--- config.mk ---
export PLATFORM = sky130hd
export DESIGN_NAME = banker_safety_allocator_core
export DESIGN_NICKNAME = d
export VERILOG_FILES = /design/src/hw/rtl/bsa_pkg.sv /design/src/hw/rtl/bsa_entry_mem.sv /design/src/hw/rtl/bsa_ctrl.sv /design/src/hw/rtl/banker_safety_allocator_core.sv
export SDC_FILE = /design/constraint.sdc
export NUM_CORES = 1
export LEC_CHECK = 0
export BUFFER_PORTS_ARGS = -buffer_cell sky130_fd_sc_hd__buf_2
export CORE_AREA = 8 8 227 229
export CTS_CLUSTER_SIZE = 25
export DETAILED_ROUTE_END_ITERATION = 10
export DIE_AREA = 0 0 235 237
export GPL_ROUTABILITY_DRIVEN = 0
export PLACE_DENSITY_LB_ADDON = 0.15
export SYNTH_ARGS = -nofsm -noshare
export SYNTH_HDL_FRONTEND = slang
export SYNTH_SLANG_ARGS = --single-unit
--- constraint.sdc ---
create_clock -name i_clk -period 6.55 [get_ports i_clk]
set_clock_uncertainty 0.2 [all_clocks]
set_input_delay 0 -clock i_clk [delete_from_list [all_inputs] [get_ports i_clk]]
set_output_delay 0 -clock i_clk [all_outputs]
set_load 0.1 [all_outputs]
--- src/hw/rtl/bsa_pkg.sv ---
// ----------------------------------------------------------------------------
// bsa_pkg
// shared types and constants of the banker safety allocator
// ----------------------------------------------------------------------------
package bsa_pkg;

    localparam int NRES          = 3;
    localparam int RES_W         = 8;
    localparam int PROC_W        = 2;
    localparam int STATUS_W      = 3;
    localparam int CFG_IDX_W     = 2;
    localparam int NUM_PROCS_DEF = 4;

    localparam logic [RES_W-1:0] TOTAL_A_RST = 8'd10;
    localparam logic [RES_W-1:0] TOTAL_B_RST = 8'd5;
    localparam logic [RES_W-1:0] TOTAL_C_RST = 8'd7;

    localparam logic CMD_CLAIM   = 1'b0;
    localparam logic CMD_REQUEST = 1'b1;

    localparam logic [CFG_IDX_W-1:0] CFG_TOTAL_A = 2'd0;
    localparam logic [CFG_IDX_W-1:0] CFG_TOTAL_B = 2'd1;
    localparam logic [CFG_IDX_W-1:0] CFG_TOTAL_C = 2'd2;

    typedef enum logic [STATUS_W-1:0] {
        ST_GRANT   = 3'd0,
        ST_EXCEED  = 3'd1,
        ST_NOAVAIL = 3'd2,
        ST_UNSAFE  = 3'd3,
        ST_BUSY    = 3'd4
    } t_status;

    typedef enum logic [2:0] {
        S_IDLE,
        S_LOOK,
        S_SCAN,
        S_FIN,
        S_RES
    } t_state;

    typedef logic [NRES-1:0][RES_W-1:0] t_res_vec;

    // one process entry: maximum claim and current allocation
    typedef struct packed {
        t_res_vec claim;
        t_res_vec alloc;
    } t_entry;

endpackage

--- src/hw/rtl/bsa_entry_mem.sv ---
// ----------------------------------------------------------------------------
// bsa_entry_mem
// per-process claim/allocation memory, one write and one registered read port
// ----------------------------------------------------------------------------
module bsa_entry_mem #(
    parameter int DEPTH = bsa_pkg::NUM_PROCS_DEF
) (
    input  logic                     i_clk,
    input  logic                     i_rst_n,
    input  logic                     i_we,
    input  logic [$clog2(DEPTH)-1:0] i_waddr,
    input  bsa_pkg::t_entry          i_wdata,
    input  logic [$clog2(DEPTH)-1:0] i_raddr,
    output bsa_pkg::t_entry          o_rdata
);

    bsa_pkg::t_entry  r_mem [DEPTH];
    logic [DEPTH-1:0] r_vld;
    bsa_pkg::t_entry  r_rdata;
    logic             r_rd_vld;

    always_ff @(posedge i_clk) begin
        if (i_we) begin
            r_mem[i_waddr] <= i_wdata;
        end
        r_rdata <= r_mem[i_raddr];
    end

    // entries never written since reset read as zero
    always_ff @(posedge i_clk) begin
        if (!i_rst_n) begin
            r_vld    <= '0;
            r_rd_vld <= 1'b0;
        end else begin
            if (i_we) begin
                r_vld[i_waddr] <= 1'b1;
            end
            r_rd_vld <= r_vld[i_raddr];
        end
    end

    assign o_rdata = r_rd_vld ? r_rdata : '0;

endmodule

--- src/hw/rtl/bsa_ctrl.sv ---
// ----------------------------------------------------------------------------
// bsa_ctrl
// request sequencer: claim/request checks, greedy safety scan, result register
// ----------------------------------------------------------------------------
module bsa_ctrl #(
    parameter int NUM_PROCS = bsa_pkg::NUM_PROCS_DEF
) (
    input  logic                         i_clk,
    input  logic                         i_rst_n,
    input  logic                         i_in_valid,
    output logic                         o_in_ready,
    input  logic                         i_command,
    input  logic [bsa_pkg::PROC_W-1:0]   i_process,
    input  bsa_pkg::t_res_vec            i_amt,
    input  bsa_pkg::t_res_vec            i_total,
    output logic                         o_out_valid,
    input  logic                         i_out_ready,
    output bsa_pkg::t_status             o_status,
    output logic                         o_process_done,
    output bsa_pkg::t_res_vec            o_avail,
    output logic                         o_mem_we,
    output logic [$clog2(NUM_PROCS)-1:0] o_mem_waddr,
    output bsa_pkg::t_entry              o_mem_wdata,
    output logic [$clog2(NUM_PROCS)-1:0] o_mem_raddr,
    input  bsa_pkg::t_entry              i_mem_rdata
);

    localparam int IDX_W  = $clog2(NUM_PROCS);
    localparam int USED_W = $clog2(NUM_PROCS * 255 + 1);
    localparam int WORK_W = $clog2((NUM_PROCS + 1) * 255 + 1);
    localparam int CNT_W  = $clog2(NUM_PROCS + 1);
    localparam logic [IDX_W-1:0] LAST_IDX = IDX_W'(NUM_PROCS - 1);
    localparam logic [CNT_W-1:0] ALL_CNT  = CNT_W'(NUM_PROCS);

    bsa_pkg::t_state  r_state, n_state;
    logic             r_cmd, n_cmd;
    logic [bsa_pkg::PROC_W-1:0] r_proc, n_proc;
    bsa_pkg::t_res_vec r_amt, n_amt;
    logic [bsa_pkg::NRES-1:0][USED_W-1:0] r_used, n_used;
    logic [bsa_pkg::NRES-1:0][WORK_W-1:0] r_work, n_work;
    bsa_pkg::t_entry  r_cur, n_cur;
    logic             r_busy, n_busy;
    logic [NUM_PROCS-1:0] r_done, n_done;
    logic [CNT_W-1:0] r_fin, n_fin;
    logic             r_progress, n_progress;
    logic             r_issue, n_issue;
    logic [IDX_W-1:0] r_rd_idx, n_rd_idx;
    logic             r_ev_vld, n_ev_vld;
    logic [IDX_W-1:0] r_ev_idx, n_ev_idx;
    bsa_pkg::t_status r_status, n_status;
    logic             r_pdone, n_pdone;
    logic             r_out_vld, n_out_vld;
    bsa_pkg::t_status r_out_status, n_out_status;
    logic             r_out_pdone, n_out_pdone;
    bsa_pkg::t_res_vec r_out_avail, n_out_avail;

    bsa_pkg::t_res_vec av;
    bsa_pkg::t_res_vec need;
    bsa_pkg::t_entry   ev_entry;
    logic              in_range;
    logic              is_idle;
    logic              over_need;
    logic              over_avail;
    logic              over_total;
    logic              fits;
    logic              take;
    logic              complete;
    logic [IDX_W-1:0]  proc_idx;

    // availability from the running sum of allocations, saturated at zero
    always_comb begin
        for (int r = 0; r < bsa_pkg::NRES; r++) begin
            if (USED_W'(i_total[r]) > r_used[r]) begin
                av[r] = bsa_pkg::RES_W'(USED_W'(i_total[r]) - r_used[r]);
            end else begin
                av[r] = '0;
            end
        end
    end

    assign in_range = (32'(i_process) < NUM_PROCS);
    assign proc_idx = IDX_W'(r_proc);

    // checks on the looked-up entry
    always_comb begin
        is_idle    = 1'b1;
        over_need  = 1'b0;
        over_avail = 1'b0;
        over_total = 1'b0;
        for (int r = 0; r < bsa_pkg::NRES; r++) begin
            need[r] = i_mem_rdata.claim[r] - i_mem_rdata.alloc[r];
            if (i_mem_rdata.claim[r] != '0) is_idle = 1'b0;
            if (r_amt[r] > need[r]) over_need = 1'b1;
            if (r_amt[r] > av[r]) over_avail = 1'b1;
            if (r_amt[r] > i_total[r]) over_total = 1'b1;
        end
    end

    // requesting process is seen with its tentative allocation
    assign ev_entry = (r_ev_idx == proc_idx) ? r_cur : i_mem_rdata;

    always_comb begin
        fits = 1'b1;
        for (int r = 0; r < bsa_pkg::NRES; r++) begin
            if (WORK_W'(ev_entry.claim[r] - ev_entry.alloc[r]) > r_work[r]) fits = 1'b0;
        end
    end

    assign take     = r_ev_vld && !r_done[r_ev_idx] && fits;
    assign complete = r_busy && (r_cur.alloc == r_cur.claim);

    always_comb begin
        n_state      = r_state;
        n_cmd        = r_cmd;
        n_proc       = r_proc;
        n_amt        = r_amt;
        n_used       = r_used;
        n_work       = r_work;
        n_cur        = r_cur;
        n_busy       = r_busy;
        n_done       = r_done;
        n_fin        = r_fin;
        n_progress   = r_progress;
        n_issue      = r_issue;
        n_rd_idx     = r_rd_idx;
        n_ev_vld     = 1'b0;
        n_ev_idx     = r_rd_idx;
        n_status     = r_status;
        n_pdone      = r_pdone;
        n_out_vld    = r_out_vld && !i_out_ready;
        n_out_status = r_out_status;
        n_out_pdone  = r_out_pdone;
        n_out_avail  = r_out_avail;
        o_in_ready   = 1'b0;
        o_mem_we     = 1'b0;
        o_mem_waddr  = proc_idx;
        o_mem_wdata  = r_cur;
        o_mem_raddr  = IDX_W'(i_process);

        case (r_state)
            bsa_pkg::S_IDLE: begin
                o_in_ready = 1'b1;
                if (i_in_valid) begin
                    n_cmd   = i_command;
                    n_proc  = i_process;
                    n_amt   = i_amt;
                    n_pdone = 1'b0;
                    if (!in_range) begin
                        n_status = bsa_pkg::ST_EXCEED;
                        n_state  = bsa_pkg::S_RES;
                    end else begin
                        n_state = bsa_pkg::S_LOOK;
                    end
                end
            end
            bsa_pkg::S_LOOK: begin
                if (r_cmd == bsa_pkg::CMD_CLAIM) begin
                    if (!is_idle) begin
                        n_status = bsa_pkg::ST_BUSY;
                    end else if (over_total) begin
                        n_status = bsa_pkg::ST_EXCEED;
                    end else begin
                        o_mem_we          = 1'b1;
                        o_mem_wdata.claim = r_amt;
                        o_mem_wdata.alloc = '0;
                        n_status          = bsa_pkg::ST_GRANT;
                    end
                    n_state = bsa_pkg::S_RES;
                end else if (over_need) begin
                    n_status = bsa_pkg::ST_EXCEED;
                    n_state  = bsa_pkg::S_RES;
                end else if (over_avail) begin
                    n_status = bsa_pkg::ST_NOAVAIL;
                    n_state  = bsa_pkg::S_RES;
                end else begin
                    n_cur.claim = i_mem_rdata.claim;
                    for (int r = 0; r < bsa_pkg::NRES; r++) begin
                        n_cur.alloc[r] = i_mem_rdata.alloc[r] + r_amt[r];
                        n_work[r]      = WORK_W'(av[r] - r_amt[r]);
                    end
                    n_busy     = !is_idle;
                    n_done     = '0;
                    n_fin      = '0;
                    n_progress = 1'b0;
                    n_issue    = 1'b1;
                    n_rd_idx   = '0;
                    n_state    = bsa_pkg::S_SCAN;
                end
            end
            bsa_pkg::S_SCAN: begin
                o_mem_raddr = r_rd_idx;
                n_ev_vld    = r_issue;
                if (r_issue) begin
                    if (r_rd_idx == LAST_IDX) begin
                        n_issue = 1'b0;
                    end else begin
                        n_rd_idx = r_rd_idx + 1'b1;
                    end
                end
                if (take) begin
                    for (int r = 0; r < bsa_pkg::NRES; r++) begin
                        n_work[r] = r_work[r] + WORK_W'(ev_entry.alloc[r]);
                    end
                    n_done[r_ev_idx] = 1'b1;
                    n_fin            = r_fin + 1'b1;
                    n_progress       = 1'b1;
                end
                // end of a pass over all processes
                if (r_ev_vld && r_ev_idx == LAST_IDX) begin
                    if (n_fin == ALL_CNT) begin
                        n_state = bsa_pkg::S_FIN;
                    end else if (!n_progress) begin
                        n_status = bsa_pkg::ST_UNSAFE;
                        n_state  = bsa_pkg::S_RES;
                    end else begin
                        n_progress = 1'b0;
                        n_issue    = 1'b1;
                        n_rd_idx   = '0;
                    end
                end
            end
            bsa_pkg::S_FIN: begin
                o_mem_we = 1'b1;
                n_status = bsa_pkg::ST_GRANT;
                if (complete) begin
                    o_mem_wdata = '0;
                    n_pdone     = 1'b1;
                    for (int r = 0; r < bsa_pkg::NRES; r++) begin
                        n_used[r] = r_used[r] + USED_W'(r_amt[r]) - USED_W'(r_cur.alloc[r]);
                    end
                end else begin
                    for (int r = 0; r < bsa_pkg::NRES; r++) begin
                        n_used[r] = r_used[r] + USED_W'(r_amt[r]);
                    end
                end
                n_state = bsa_pkg::S_RES;
            end
            bsa_pkg::S_RES: begin
                if (!r_out_vld || i_out_ready) begin
                    n_out_vld    = 1'b1;
                    n_out_status = r_status;
                    n_out_pdone  = r_pdone;
                    n_out_avail  = av;
                    n_state      = bsa_pkg::S_IDLE;
                end
            end
            default: begin
                n_state = bsa_pkg::S_IDLE;
            end
        endcase
    end

    always_ff @(posedge i_clk) begin
        if (!i_rst_n) begin
            r_state    <= bsa_pkg::S_IDLE;
            r_used     <= '0;
            r_out_vld  <= 1'b0;
            r_issue    <= 1'b0;
            r_ev_vld   <= 1'b0;
            r_done     <= '0;
            r_fin      <= '0;
            r_progress <= 1'b0;
        end else begin
            r_state    <= n_state;
            r_used     <= n_used;
            r_out_vld  <= n_out_vld;
            r_issue    <= n_issue;
            r_ev_vld   <= n_ev_vld;
            r_done     <= n_done;
            r_fin      <= n_fin;
            r_progress <= n_progress;
        end
    end

    always_ff @(posedge i_clk) begin
        r_cmd        <= n_cmd;
        r_proc       <= n_proc;
        r_amt        <= n_amt;
        r_work       <= n_work;
        r_cur        <= n_cur;
        r_busy       <= n_busy;
        r_rd_idx     <= n_rd_idx;
        r_ev_idx     <= n_ev_idx;
        r_status     <= n_status;
        r_pdone      <= n_pdone;
        r_out_status <= n_out_status;
        r_out_pdone  <= n_out_pdone;
        r_out_avail  <= n_out_avail;
    end

    assign o_out_valid    = r_out_vld;
    assign o_status       = r_out_status;
    assign o_process_done = r_out_pdone;
    assign o_avail        = r_out_avail;

endmodule

--- src/hw/rtl/banker_safety_allocator_core.sv ---
// ----------------------------------------------------------------------------
// banker_safety_allocator_core
// banker's-algorithm allocator for three resource types
// ----------------------------------------------------------------------------
// Claims and requests are handled one at a time. Per-process claim and
// allocation sit in a small memory with a registered read port. An
// out-of-range process goes straight from acceptance to the result state;
// a claim, and a request rejected on need or availability, is settled in
// the lookup state. A request that reaches the safety check makes P greedy
// passes over the process memory, P from 1 to NUM_PROCS, and is granted or
// found unsafe at the end of a pass: one entry is read and tested each
// cycle. The result waits in an output register so the next request can be
// taken while it is unread; a finished request whose result cannot be loaded
// holds the block until the previous result is taken. Total registers are to
// be written by the user only while the block is idle; the block itself does
// not enforce this.
module banker_safety_allocator_core #(
    parameter int NUM_PROCS = bsa_pkg::NUM_PROCS_DEF
) (
    input  logic                            i_clk,
    input  logic                            i_rst_n,
    input  logic                            i_cfg_valid,
    output logic                            o_cfg_ready,
    input  logic [bsa_pkg::CFG_IDX_W-1:0]   i_cfg_index,
    input  logic [bsa_pkg::RES_W-1:0]       i_cfg_data,
    input  logic                            i_in_valid,
    output logic                            o_in_ready,
    input  logic                            i_command,
    input  logic [bsa_pkg::PROC_W-1:0]      i_process,
    input  logic [bsa_pkg::RES_W-1:0]       i_amt_a,
    input  logic [bsa_pkg::RES_W-1:0]       i_amt_b,
    input  logic [bsa_pkg::RES_W-1:0]       i_amt_c,
    output logic                            o_out_valid,
    input  logic                            i_out_ready,
    output logic [bsa_pkg::STATUS_W-1:0]    o_status,
    output logic                            o_process_done,
    output logic [bsa_pkg::RES_W-1:0]       o_avail_a,
    output logic [bsa_pkg::RES_W-1:0]       o_avail_b,
    output logic [bsa_pkg::RES_W-1:0]       o_avail_c
);

    localparam int IDX_W = $clog2(NUM_PROCS);

    bsa_pkg::t_res_vec r_total;
    bsa_pkg::t_res_vec amt;
    bsa_pkg::t_res_vec avail;
    bsa_pkg::t_status  status;
    logic              mem_we;
    logic [IDX_W-1:0]  mem_waddr;
    logic [IDX_W-1:0]  mem_raddr;
    bsa_pkg::t_entry   mem_wdata;
    bsa_pkg::t_entry   mem_rdata;

    assign o_cfg_ready = 1'b1;

    always_ff @(posedge i_clk) begin
        if (!i_rst_n) begin
            r_total[0] <= bsa_pkg::TOTAL_A_RST;
            r_total[1] <= bsa_pkg::TOTAL_B_RST;
            r_total[2] <= bsa_pkg::TOTAL_C_RST;
        end else if (i_cfg_valid) begin
            case (i_cfg_index)
                bsa_pkg::CFG_TOTAL_A: r_total[0] <= i_cfg_data;
                bsa_pkg::CFG_TOTAL_B: r_total[1] <= i_cfg_data;
                bsa_pkg::CFG_TOTAL_C: r_total[2] <= i_cfg_data;
                default: begin
                end
            endcase
        end
    end

    assign amt[0] = i_amt_a;
    assign amt[1] = i_amt_b;
    assign amt[2] = i_amt_c;

    bsa_ctrl #(
        .NUM_PROCS (NUM_PROCS)
    ) u_ctrl (
        .i_clk          (i_clk),
        .i_rst_n        (i_rst_n),
        .i_in_valid     (i_in_valid),
        .o_in_ready     (o_in_ready),
        .i_command      (i_command),
        .i_process      (i_process),
        .i_amt          (amt),
        .i_total        (r_total),
        .o_out_valid    (o_out_valid),
        .i_out_ready    (i_out_ready),
        .o_status       (status),
        .o_process_done (o_process_done),
        .o_avail        (avail),
        .o_mem_we       (mem_we),
        .o_mem_waddr    (mem_waddr),
        .o_mem_wdata    (mem_wdata),
        .o_mem_raddr    (mem_raddr),
        .i_mem_rdata    (mem_rdata)
    );

    bsa_entry_mem #(
        .DEPTH (NUM_PROCS)
    ) u_mem (
        .i_clk   (i_clk),
        .i_rst_n (i_rst_n),
        .i_we    (mem_we),
        .i_waddr (mem_waddr),
        .i_wdata (mem_wdata),
        .i_raddr (mem_raddr),
        .o_rdata (mem_rdata)
    );

    assign o_status  = status;
    assign o_avail_a = avail[0];
    assign o_avail_b = avail[1];
    assign o_avail_c = avail[2];

endmodule

==> results.json, run 1 <==
{
  "vias": 19600,
  "worst-setup-path-type": "register to register",
  "core_area_mm2": 0.0481,
  "area_delta_synth_final_pct": 14.0,
  "yosysSeqAreaShare_pct": 46.5,
  "p_sw_share_pct": 25.5,
  "synth_area_per_cell_um2": 11.0,
  "cp_max_fo": 43,
  "yosysWarnings": 0,
  "synth-async-reset-ratio_pct": 0,
  "critPathArrivalTime_ns": 6.11,
  "drive_gt1_share_pct": 11.7,
  "drtAntennaViolNets": 0,
  "peakVddDrop_mv": 0.200,
  "wl_mm": 73.8,
  "finalSetupTns_ns": 0,
  "dpl.hpwl_mm": 53.2,
  "clk_pin_slew_ns": 0.06,
  "hold_path_class": "input port to register",
  "nets": 2943,
  "hold_violations": 0,
  "p_comb_share_pct": 14.0,
  "synthCells": 2447,
  "die-height_um": 237,
  "cap_violations": 0,
  "firstDrtPassIters": 8,
  "seq_power_share_pct": 44.3,
  "insertion_delay_ns": 0.62,
  "wl_per_cell_um": 22.6,
  "cp.required_ns": 6.60,
  "power_density_mw_per_mm2": 237,
  "io_buffer_count": 71,
  "finalCriticalPeriod_ns": 6.05,
  "crit_path_end_kind": "register",
  "overflow": 0,
  "start_util_pct": 55.9,
  "r2r_start": "u_ctrl.o_mem_waddr[1]",
  "worst_slew_pin_slew_ns": 1.09,
  "finalPower_mw": 7.27,
  "syn_nets": 2783,
  "grt_max_degree": 71,
  "synth-edff-count": 335,
  "ys_ff_latch": 458,
  "cts_tree": "done",
  "hold-path-endpoint": "u_ctrl.o_mem_waddr[0]",
  "reg2reg_to": "u_ctrl.r_status[1]",
  "numCtsBuffers": 50,
  "r2r_setup_slack_ns": 0.50,
  "slew_violations": 0,
  "status": "complete, no violations",
  "pin_count": 73,
  "grt_pass1_vias": 19400,
  "grt_use_total_pct": 26.0,
  "holdPathStages": 2,
  "clock_sinks": 458,
  "synth-main-ff-cell": "edfxtp_1",
  "cts-htree-levels": 2,
  "vias_per_cell": 5.99,
  "min_from": "i_process[0]",
  "antenna_found_initial": 2,
  "die_width_um": 235,
  "cts_root_buffer": "clkbuf_16",
  "drt-initial-drc-count": 1662,
  "final_cells": 3270,
  "setup_viol": 0,
  "grt_pass1_wl_mm": 113,
  "p_leak_nw": 12.0,
  "num_rows": 81,
  "drt_drc_violations_left": 0,
  "startpoint_type": "register",
  "reg2regPathDepth": 20,
  "pwr-share-clk_pct": 41.7,
  "cts_buffer_depth": 3,
  "switching_power_mw": 1.85,
  "placedCellCount": 3103,
  "die-area_mm2": 0.0557,
  "rsz0062_at_grt": "false",
  "min_period_over_period_pct": 92.4,
  "fin_ws_ns": 0.497,
  "fmaxAchievable_ghz": 0.165,
  "internal-power_mw": 5.42,
  "slew_headroom_pct": 27.1,
  "ys_types": 73,
  "syn_area_mm2": 0.0269,
  "diodes": 0,
  "pre_cts_ws_ns": 0.0772
}
-- cell families (layout without fill, tap and decap cells) --
kind of cell	count (synthesis)	after routing	synth area share [%]
buffers and inverters	300	500	4.29
AOI/OAI and AO/OA	563	563	13.1
other	1	1	0.0139
DFF	458	458	46.5
muxes	96	96	6.00
xor gates and xnor gates	168	168	5.47
and+or+nand+nor	567	568	10.3
adders and majority gates	294	294	14.3
-- layout by cell type (no fill, tap or decap), drive strengths merged, types with 22 or more instances in the layout --
cell type / count
a211oi: 26
a21o: 60
a21oi: 171
and2: 52
buf: 108
clkbuf: 65
dfxtp: 123
dlygate4sd3: 72
edfxtp: 335
fa: 24
ha: 270
inv: 229
mux2: 22
mux2i: 24
mux4: 50
nand2: 150
nand2b: 23
nand4: 31
nor2: 152
nor2b: 42
nor3: 54
o21a: 27
o21ai: 158
o21bai: 31
xnor2: 113
xor2: 55
-- worst max-delay path, stage by stage (launching register included) --
cell	delay, ns
edfxtp_1	0.54
xor2_4	0.27
nor2_4	0.19
buf_12	0.25
mux2_2	0.40
fa_1	0.46
nand2_1	0.09
nand2_1	0.05
a21oi_1	0.23
o21bai_1	0.10
a21oi_1	0.23
o21bai_1	0.09
a21oi_1	0.27
ha_1	0.31
a211oi_1	0.24
o32ai_1	0.15
o31a_1	0.36
nor3_4	0.44
mux2i_1	0.21
a21o_1	0.23
nor3_1	0.37
-- synth_stat cells, types with 10 or more instances --
cell,instances,area (um2)
a211oi_1,23,173
a21o_1,60,450
a21oi_1,170,851
a31oi_1,12,75.1
and2_1,52,325
buf_2,11,55.1
clkbuf_1,54,203
dfxtp_1,123,2460
edfxtp_1,335,10100
fa_1,24,480
ha_1,270,3380
inv_1,225,845
mux2_2,22,248
mux2i_1,24,240
mux4_2,50,1130
nand2_1,149,559
nand2b_1,23,144
nand3_1,13,65.1
nand4_1,31,194
nor2_1,151,567
nor2b_1,42,263
nor3_1,53,265
nor4_1,11,68.8
o211ai_1,10,75.1
o21a_1,27,203
o21ai_0,152,761
o21bai_1,31,233
o31a_1,10,87.6
o31ai_1,13,97.6
or2_2,10,62.6
xnor2_1,113,990
xor2_1,55,482
-- power groups by stage --
stage | clock, mW | sequential, mW | combinational [mW]
detailed placement | 0 | 3.28 | 0.963
global placement | 0 | 3.28 | 0.926
global route | 3.18 | 3.22 | 1.12
CTS | 3.07 | 3.22 | 1.00
finish | 3.03 | 3.22 | 1.02
floorplan | 0 | 3.30 | 0.670
-- flip-flops by register name (all words and copies together), names as in the netlist, 4 cells and up --
register,flops
u_ctrl.r_amt,24
u_ctrl.r_done,4
u_mem.r_mem,192
u_mem.r_rdata,48
u_ctrl.r_work,33
u_ctrl.r_used,30
u_ctrl.o_avail,24
u_mem.r_vld,4
u_ctrl.r_cur,48
r_total,24
-- through the flow --
stage | hold slack, ns | area, um2 | util [%]
after floorplan | -0.101 | 26900 | -
after global placement | -0.0238 | 28100 | 58.5
after detailed placement | -0.0208 | 28100 | 58.5
after CTS | 0.00581 | 30600 | 63.6
after global routing | 0.0373 | 30700 | 63.8
final | 0.0325 | 30700 | 63.8
-- cell type report --
cell class	count	area [um2]
inverters	227	852
fillers	3755	17400
multi-input cells	1690	13400
clock inverters	28	403
well taps	622	778
repair buffers	180	1390
flip-flops and latches	458	12500
clock buffers	65	1370
-- how the worst max path moves through the flow --
stage,depth (start not counted),start,endpoint
after floorplan,21,u_mem.r_rd_vld,u_ctrl.r_work[0]
after global placement,20,u_ctrl.o_mem_waddr[1],u_ctrl.r_status[1]
after detailed placement,22,u_ctrl.o_mem_waddr[1],u_ctrl.r_status[0]
after CTS,22,u_ctrl.o_mem_waddr[1],u_ctrl.r_status[0]
after global routing,23,u_ctrl.o_mem_waddr[1],u_ctrl.r_status[0]
final,20,u_ctrl.o_mem_waddr[1],u_ctrl.r_status[1]
-- what timing repair did --
action                                  4_1_cts  5_1_grt
hold buffers                                 72        0
hold endpoints to repair                     93        0
gates resized for setup                       0        7
endpoints found under the setup margin        0       29
buffers inserted                              0        1
-- layer usage --
layer	track usage [%]	share of wire, %
met5	0	0
met4	9.44	3.7
met3	4.58	7.9
met2	41.9	45
met1	35.2	43
Power figures use the tool's default switching activity.
==> run 2: changes to the inputs <==
--- a/config.mk
+++ b/config.mk
@@ -6,10 +6,11 @@
 export NUM_CORES = 1
 export LEC_CHECK = 0
 export BUFFER_PORTS_ARGS = -buffer_cell sky130_fd_sc_hd__buf_2
-export CORE_AREA = 8 8 227 229
-export CTS_CLUSTER_SIZE = 25
+export CORE_AREA = 8 8 309 311
+export CTS_BUF_LIST = sky130_fd_sc_hd__clkbuf_8 sky130_fd_sc_hd__clkbuf_16
+export CTS_CLUSTER_SIZE = 28
 export DETAILED_ROUTE_END_ITERATION = 10
-export DIE_AREA = 0 0 235 237
+export DIE_AREA = 0 0 317 319
 export GPL_ROUTABILITY_DRIVEN = 0
 export PLACE_DENSITY_LB_ADDON = 0.15
 export SYNTH_ARGS = -nofsm -noshare
==> results.json, run 2 (synthesis results as in run 1) <==
{
  "hold_violations": 0,
  "hold_path_class": "input port to register",
  "die_width_um": 317,
  "regMostFlops": "u_mem.r_mem",
  "wl_per_cell_um": 21.8,
  "die-height_um": 319,
  "startpoint_type": "register",
  "cts-htree-levels": 2,
  "drive_gt1_share_pct": 12.1,
  "p_comb_share_pct": 13.6,
  "switching_power_mw": 1.99,
  "slew_headroom_pct": 17.2,
  "largest_register_ffs": 192,
  "core_area_mm2": 0.0907,
  "cp_max_fo": 16,
  "crit_path_end_kind": "register",
  "drtAntennaViolNets": 0,
  "insertion_delay_ns": 0.63,
  "seq_power_share_pct": 43.6,
  "dpl.hpwl_mm": 62.3,
  "nets": 2952,
  "pin_count": 73,
  "grt_use_total_pct": 16.3,
  "numCtsBuffers": 55,
  "antenna_found_initial": 3,
  "path_common_cell": "a21oi_1",
  "max_stage_delay_ns": 0.52,
  "internal-power_mw": 5.43,
  "cts_setup_buffers": 0,
  "crit_chain": "xor2_1 -> nor2_4 -> nor2_1 -> a21oi_1 -> ha_1 -> inv_1 -> fa_1 -> nand2_1 -> nand2_1 -> a21oi_1 -> o21bai_1 -> a21oi_1 -> o21bai_1 -> a21oi_1 -> ha_1 -> a21oi_1 -> o21ai_0 -> nor4_1 -> o21ai_1 -> nor3_4 -> mux2i_1 -> a21o_1 -> nor3_1",
  "worst_slew_pin_slew_ns": 1.23,
  "setup_viol": 0,
  "vias_per_cell": 4.96,
  "final_common_cell": "edfxtp_1",
  "wl_mm": 83.9,
  "diodes": 0,
  "cts_root_buffer": "clkbuf_16",
  "cp_top_family": "compound AO/OA/AOI/OAI gates",
  "r2r_setup_slack_ns": 0.44,
  "grt_pass1_wl_mm": 125,
  "num_rows": 111,
  "finalCriticalPeriod_ns": 6.11,
  "drt-initial-drc-count": 1211,
  "power_density_mw_per_mm2": 235,
  "firstDrtPassIters": 6,
  "die-area_mm2": 0.101,
  "finalSetupTns_ns": 0,
  "overflow": 0,
  "vias": 19100,
  "min_period_over_period_pct": 93.2,
  "cts_buffer_depth": 3,
  "cts_resized": 0,
  "area_delta_synth_final_pct": 17.1,
  "worst-setup-path-type": "register to register",
  "reg_top3": "u_mem.r_mem (192), u_ctrl.r_cur (48), u_mem.r_rdata (48)",
  "pwr-share-clk_pct": 42.8,
  "io_buffer_count": 71,
  "final_util_pct": 34.8,
  "worst_hold_slack_ns": 0.0221,
  "path_buf_inv": 1,
  "critPathArrivalTime_ns": 6.18,
  "crit_slowest_cell": "edfxtp_1",
  "status": "complete, no violations",
  "rsz0062_at_grt": "false",
  "grt_pass1_vias": 19500,
  "fmaxAchievable_ghz": 0.164,
  "slew_violations": 0,
  "clk_pin_slew_ns": 0.06,
  "p_leak_nw": 12.1,
  "layout_common_cells": "edfxtp_1, ha_1, inv_1",
  "cts_tree": "done",
  "start_util_pct": 29.7,
  "drt_drc_violations_left": 0,
  "cp.required_ns": 6.62,
  "clock_sinks": 458,
  "grt_max_degree": 71,
  "peakVddDrop_mv": 0.176,
  "p_sw_share_pct": 26.8,
  "cap_violations": 0
}
[run 2: cell count changes in the layout (fill, tap and decap cells not counted), moves of 3 or more]
cell        previous run  this run
clkbuf_8               6         2
buf_4                 34        38
o21ai_0              149       152
clkbuf_16             50        55
clkinv_4               2         6
clkbuf_1               9         0
o21ai_1                8         5
clkinvlp_4             4         9
inv_1                225       234
[run 2: per-layer routing]
metal | wire length (um) | vias to the layer above | share of wire, % | GRT usage [%]
li1 | - | 9202 | - | -
met1 | 38700 | 9454 | 46 | 21.9
met2 | 39700 | 345 | 47 | 27.5
met3 | 3200 | 108 | 3.8 | 2.13
met4 | 2230 | 0 | 2.7 | 4.51
met5 | 0 | - | 0 | 0
[run 2: final timing paths]
check,startpoint,endpoint,cells past startpoint
max,u_ctrl.o_mem_waddr[1],u_ctrl.r_status[2],23
min,i_process[1],u_ctrl.o_mem_waddr[1],2
max reg2reg,u_ctrl.o_mem_waddr[1],u_ctrl.r_status[2],23
min reg2reg,u_ctrl.r_pdone,u_ctrl.o_process_done,0
[run 2: final cells by class]
type	count	area [um2]
clock buffers	57	1400
clock inverters	47	488
fillers	9069	59200
inverters	227	852
multi-input cells	1689	13300
flip-flops and latches	458	12500
well taps	1186	1480
repair buffers	185	1430
[run 2: stage by stage]
stage,setup WS (ns),power [mW],cell area [um2],cells
after detailed placement,0.533,4.27,28900,3672
after floorplan,0.123,3.97,26900,2447
final,0.443,7.42,31500,3849
after global placement,0.614,4.25,28900,3672
after global routing,0.0300,7.74,31500,3849
after CTS,0.485,7.52,31500,3849
[run 2: power by group through the flow]
stage	sequential [mW]	clock [mW]	combinational (mW)
2_1_floorplan	3.30	0	0.670
3_3_place_gp	3.30	0	0.953
3_5_place_dp	3.30	0	0.971
4_1_cts	3.24	3.27	1.01
5_1_grt	3.24	3.38	1.12
6_report	3.24	3.18	1.01
[run 2: timing repair]
| item | 4_1_cts | 5_1_grt |
|---|---|---|
| hold buffers | 73 | 0 |
| endpoints found under the setup margin | 0 | 3 |
| endpoints found under the hold margin | 92 | 0 |
